File: src/hw/rtl/rbst_pkg.sv
// ----------------------------------------------------------------------------
// rbst_pkg
// Shared widths and types for the ray/box slab test pipeline.
// ----------------------------------------------------------------------------
package rbst_pkg;

  localparam int COORD_WIDTH = 32;
  localparam int FRAC_BITS   = 16;
  localparam int NUM_AXES    = 3;
  localparam int LANES       = 2 * NUM_AXES;           // min and max per axis
  localparam int MAG_W       = COORD_WIDTH;            // |corner - origin|, |dir|
  localparam int QUO_W       = COORD_WIDTH + FRAC_BITS; // quotient bits, one per stage
  localparam int T_W         = COORD_WIDTH + FRAC_BITS; // signed slab parameter

  typedef logic [COORD_WIDTH-1:0] coord_t;
  typedef logic [MAG_W-1:0]       mag_t;
  typedef logic [QUO_W-1:0]       quo_t;
  typedef logic signed [T_W-1:0]  tpar_t;

  // Per-word flags that ride alongside the divider lanes.
  typedef struct packed {
    logic [LANES-1:0]    neg;    // quotient sign per lane
    logic [NUM_AXES-1:0] dzero;  // direction component is zero
    logic                zmiss;  // zero-direction slab misses the origin
  } side_t;

endpackage

File: src/hw/rtl/rbst_combine.sv
// ----------------------------------------------------------------------------
// rbst_combine
// Signs and saturates the quotients, orders each slab, then narrows the
// interval over the axes and registers the hit flag.
// ----------------------------------------------------------------------------
module rbst_combine import rbst_pkg::*; (
  input  logic  clk,
  input  logic  rst,
  input  logic  en,
  input  logic  in_vld,
  input  quo_t  in_quo [LANES],
  input  side_t in_side,
  output logic  out_vld,
  output logic  hit
);

  tpar_t t_val   [LANES];
  tpar_t slab_lo [NUM_AXES];
  tpar_t slab_hi [NUM_AXES];
  logic [NUM_AXES-1:0] dzero;
  logic  zmiss;
  logic  vld;
  logic  hit_next;

  // Magnitude at or above 2^(T_W-1) saturates; on the negative side that
  // value is itself the limit, so the MSB alone picks the clamp.
  always_comb begin
    for (int l = 0; l < LANES; l++) begin
      if (!in_side.neg[l]) begin
        t_val[l] = in_quo[l][QUO_W-1] ? {1'b0, {(T_W-1){1'b1}}} : tpar_t'(in_quo[l]);
      end else begin
        t_val[l] = in_quo[l][QUO_W-1] ? {1'b1, {(T_W-1){1'b0}}} : -tpar_t'(in_quo[l]);
      end
    end
  end

  always_ff @(posedge clk) begin
    if (rst) begin
      vld <= 1'b0;
    end else if (en) begin
      vld <= in_vld;
    end
  end

  always_ff @(posedge clk) begin
    if (en) begin
      for (int a = 0; a < NUM_AXES; a++) begin
        if (t_val[2*a] > t_val[2*a+1]) begin
          slab_lo[a] <= t_val[2*a+1];
          slab_hi[a] <= t_val[2*a];
        end else begin
          slab_lo[a] <= t_val[2*a];
          slab_hi[a] <= t_val[2*a+1];
        end
      end
      dzero <= in_side.dzero;
      zmiss <= in_side.zmiss;
    end
  end

  // Running interval; zero-direction slabs are skipped, z only checks overlap.
  always_comb begin
    tpar_t lo;
    tpar_t hi;
    logic  have;
    logic  miss;
    lo   = '0;
    hi   = '0;
    have = 1'b0;
    miss = zmiss;
    for (int a = 0; a < NUM_AXES; a++) begin
      if (!dzero[a]) begin
        if (!have) begin
          lo   = slab_lo[a];
          hi   = slab_hi[a];
          have = 1'b1;
        end else if (!miss) begin
          if (lo > slab_hi[a] || slab_lo[a] > hi) begin
            miss = 1'b1;
          end else if (a < NUM_AXES - 1) begin
            if (slab_lo[a] > lo) lo = slab_lo[a];
            if (slab_hi[a] < hi) hi = slab_hi[a];
          end
        end
      end
    end
    hit_next = !miss;
  end

  always_ff @(posedge clk) begin
    if (rst) begin
      out_vld <= 1'b0;
    end else if (en) begin
      out_vld <= vld;
    end
  end

  always_ff @(posedge clk) begin
    if (en) begin
      hit <= hit_next;
    end
  end

endmodule

File: config.mk
export PLATFORM = sky130hd
export DESIGN_NAME = rbst_combine
export DESIGN_NICKNAME = d
export VERILOG_FILES = /design/src/hw/rtl/rbst_pkg.sv /design/src/hw/rtl/rbst_combine.sv
export SDC_FILE = /design/constraint.sdc
export NUM_CORES = 2
export LEC_CHECK = 0
export ABC_AREA = 1
export BUFFER_PORTS_ARGS = -buffer_cell sky130_fd_sc_hd__buf_2
export CAP_MARGIN = 20
export CORE_UTILIZATION = 50
export DETAILED_ROUTE_END_ITERATION = 16
export PLACE_DENSITY_LB_ADDON = 0.1
export SYNTH_ARGS = -nofsm -noshare
export SYNTH_HDL_FRONTEND = slang
export SYNTH_SLANG_ARGS = --single-unit
File: constraint.sdc
create_clock -name clk -period 8.9 [get_ports clk]
set_input_delay 1.78 -clock clk [delete_from_list [all_inputs] [get_ports clk]]
set_output_delay 1.78 -clock clk [all_outputs]
set_load 0.05 [all_outputs]
==> metrics.md <==
| Metric | Value |
|---|---|
| Outcome | finished clean |
| Max Clk Rate | around 140 MHz |
| Syn nets | about 6100 |
| Worst endpoint data arrival time | around 7.8 ns |
| Antenna violations before repair | 6 |
| Final Cell Area | approximately 39000 um^2 |
| Nets | 6219 |
| Synth warn | 0 |
| Syn Std Cell Area | approximately 35000 um^2 |
| Syn-to-layout area delta | 9.077% |
| HPWL Detailed | between 100 and 150 mm |
| Initial DRC Count | roughly 4300 |
| Worst-margin pin slew | 1.228 ns |
| CP max FO | 96 |
| Crit start category | input pin |
| HP Class | flip-flop to flip-flop |
| Cell area power density | roughly 150 nW/um^2 |
| R2r startpoint | dzero[0]$_DFFE_PP_ |
| Async SR Flop Fraction | 0% |
| Tmin final | 7.398 ns |
| Buffers added on ports | 303 |
| CP max stage cell | buf_4 |
| Post-CTS Setup Bufs | 0 |
| Die ar. | between 70000 and 80000 um^2 |
| # rows | slightly below 100 |
| CP bufs+invs | 5 |
| Slew Viols, Final | 0 |
| Total grt overflow | 0 |
| DRT antenna net count | 0 |
| DIE HEIGHT | between 200 and 300 um |
| Final cycle utilization of the critical path | between 80% and 90% |
| Mapped Cells | 5325 |
| Hold-critical path depth | 2 |
| R2R depth | 24 |
| Hold Vio Cnt, Final | 0 |
| Leakage power | roughly 0.019 uW |
| # fillers | approximately 7200 |
| Max-cap violations | 0 |
| Critical path required time | roughly 9.3 ns |
| CP Capture Type | flip-flop |
| Top Family by Delay on Critical Path | simple AND/OR/NAND/NOR gates |
| First-pass GRT wire length | 199.5 mm |
| Max IR drop VDD | 134.0 uV |
| Setup violators final | 0 |
| Setup slack, reg-to-reg | 1.67 ns |
| Syn avg cell area | ~6.6 um^2 |
| Via count | between 30000 and 40000 |
| Sequential fraction of the synthesis area | approximately 25% |
| Worst stage delay on the critical path | roughly 0.72 ns |
| Initial Util | a little over 50% |
| Largest net degree at the start of global routing | about 200 |
| Synth Flop Type | edfxtp_1 |
| TritonCTS clock tree | done |
| Share of cells above drive strength 1 | under 10% |
| Placed Area | 37440 um^2 |
| DR pass1 iterations | 6 |
| Unrepaired setup endpoints after global routing | false |
| Utilization after layout | a little under three fifths |
| Sum Neg Setup Slack | 0 ns |
| Drt total wl | around 130 mm |
| Kind of critical path | input pin to flip-flop |
| # hold bufs at CTS | 0 |
| Hold_sp | vld$_SDFFE_PP0P_ |
| # clock sinks | a little under 300 |
| DRC | 0 |
| Worst-case clock buffer depth | 3 |
| Vias/cell | approximately 5.8 |
| Later-pin clock latency in the skew report | 0.57 ns |
| Slew margin rel. | between 10% and 20% |
| Setup Skew | 0.03197 ns |
| Post-synth EDFFs | roughly 300 |
| I/O pin total | a little over 300 |
| Horiz. Die Dim | 267.9 um |
| Clock-pin slew on the worst setup and hold paths | about 0.060 ns |
| Multi-input logic area | 23260 um^2 |
| Critical path's most frequent cell | nand2_1 |
| Final GP Congestion | between 1 and 1.5 |
| Synth unique cells | 53 |
| Reg2Reg Capture Point | hit$_DFFE_PP_ |
| Vias in the first global route | roughly 33000 |
| CTS Buf Count | 36 |
| Storage cell area | just under 9000 um^2 |
| H-tree levels | 2 |
| Placeable Area | approximately 70000 um^2 |
| Hold endpoint | out_vld$_SDFFE_PP0P_ |
| Global Route Usage Sum | a little under two fifths |
| Wire per inst | around 21 um |
| Root Driver | clkbuf_16 |
| Synth Register Bits | between 200 and 300 |
| CTS resizes | 0 |
==> metal layers <==
layer	part of all wire (%)	vias up	global-route usage [%]	wire length (um)
li1	-	18100	-	-
met1	44	17300	51.32	59010
met2	44	1630	56.78	58770
met3	8.9	251	6.121	12000
met4	3.8	2	13.48	5140
met5	0.0096	-	0	13
==> placed cells by master (no fill, tap or decap), types with 9 or more instances in the layout <==
cell and n:
ha_1 431, o21ai_1 23, nor2_1 659, buf_2 302, o41ai_1 9, xor2_1 177
buf_4 29, nor4_1 90, inv_1 621, xnor2_1 73, a21oi_1 297, nand3_1 471
nor3_1 97, a31oi_1 16, o21ai_0 280, clkbuf_16 38, clkinv_1 13, o31ai_1 13
or2_2 20, nand4_1 98, o211ai_1 10, o21a_1 13, edfxtp_1 293, nand2_1 1346
==> where the power goes <==
part,internal [uW],switching [uW]
registers,1790,169
logic,792,1650
clock network,809,612
total,3390,2430
==> logic make-up after synthesis <==
logic type | after synthesis | synth area share [%]
DFF | 295 | 25.00
buffers and inverters | 840 | 9.268
xor gates and xnor gates | 250 | 6.193
AOI/OAI and AO/OA | 689 | 10.40
adders and majority gates | 431 | 15.25
and+or+nand+nor | 2820 | 33.89
==> final cells by class <==
cell class | count | share of cell area (%)
antenna | 4 | 0.02595
timing repair buffer | 335 | 4.678
inverter | 628 | 6.119
clock inverter | 19 | 0.3763
sequential | 295 | 22.92
multi-input combinational | 4190 | 60.32
tap | 940 | 3.050
clock buffer | 43 | 2.514
==> worst min-delay path: stages (launching register included) <==
cell and delay [ns]:
dfxtp_1 0.31, nand2_1 0.05, a21oi_1 0.05
==> worst max-delay path by stage <==
| stage | from | end | slack, ns | cells past startpoint |
|---|---|---|---|---|
| after CTS | in_quo[8] | slab_lo[2][47]$_DFFE_PP_ | 1.68 | 26 |
| final | in_quo[8] | slab_lo[2][28]$_DFFE_PP_ | 1.50 | 26 |
| after global routing | in_quo[95] | slab_lo[2][13]$_DFFE_PP_ | 1.01 | 23 |
| after detailed placement | in_quo[8] | slab_lo[2][47]$_DFFE_PP_ | 1.13 | 26 |
| after floorplan | in_quo[192] | slab_hi[0][17]$_DFFE_PP_ | 3.44 | 31 |
| after global placement | in_quo[8] | slab_lo[2][13]$_DFFE_PP_ | 1.16 | 26 |
==> synth_stat cells, types with 20 or more instances <==
cell         n  area [um^2]
nand2_1   1350         5067
nor2_1     659         2474
inv_1      621         2331
nand3_1    471         2357
ha_1       431         5393
a21oi_1    297         1486
edfxtp_1   293         8798
o21ai_0    280         1401
xor2_1     177         1550
clkbuf_1   147        551.8
nand4_1     98        613.1
nor3_1      97        485.5
nor4_1      91        569.3
xnor2_1     73        639.4
buf_2       29        145.1
o21ai_1     23        115.1
or2_2       20        125.1
==> metrics by stage <==
step | hold slack [ns] | setup WS, ns | power (uW) | cells
final | 0.4572 | 1.502 | 5820 | 6454
after global routing | 0.4877 | 1.012 | 6203 | 6454
after CTS | 0.4609 | 1.677 | 5790 | 6450
after detailed placement | 0.4536 | 1.130 | 4360 | 6388
after global placement | 0.4417 | 1.156 | 4324 | 6388
after floorplan | 0.4303 | 3.439 | 3524 | 5325
==> sequential cells by signal, indices dropped and copies added (netlist names) <==
| signal | cells |
|---|---|
| zmiss | 1 |
| vld | 1 |
| hit | 1 |
| slab_lo | 144 |
| out_vld | 1 |
| slab_hi | 144 |
| dzero | 3 |
Power figures use the tool's default switching activity.
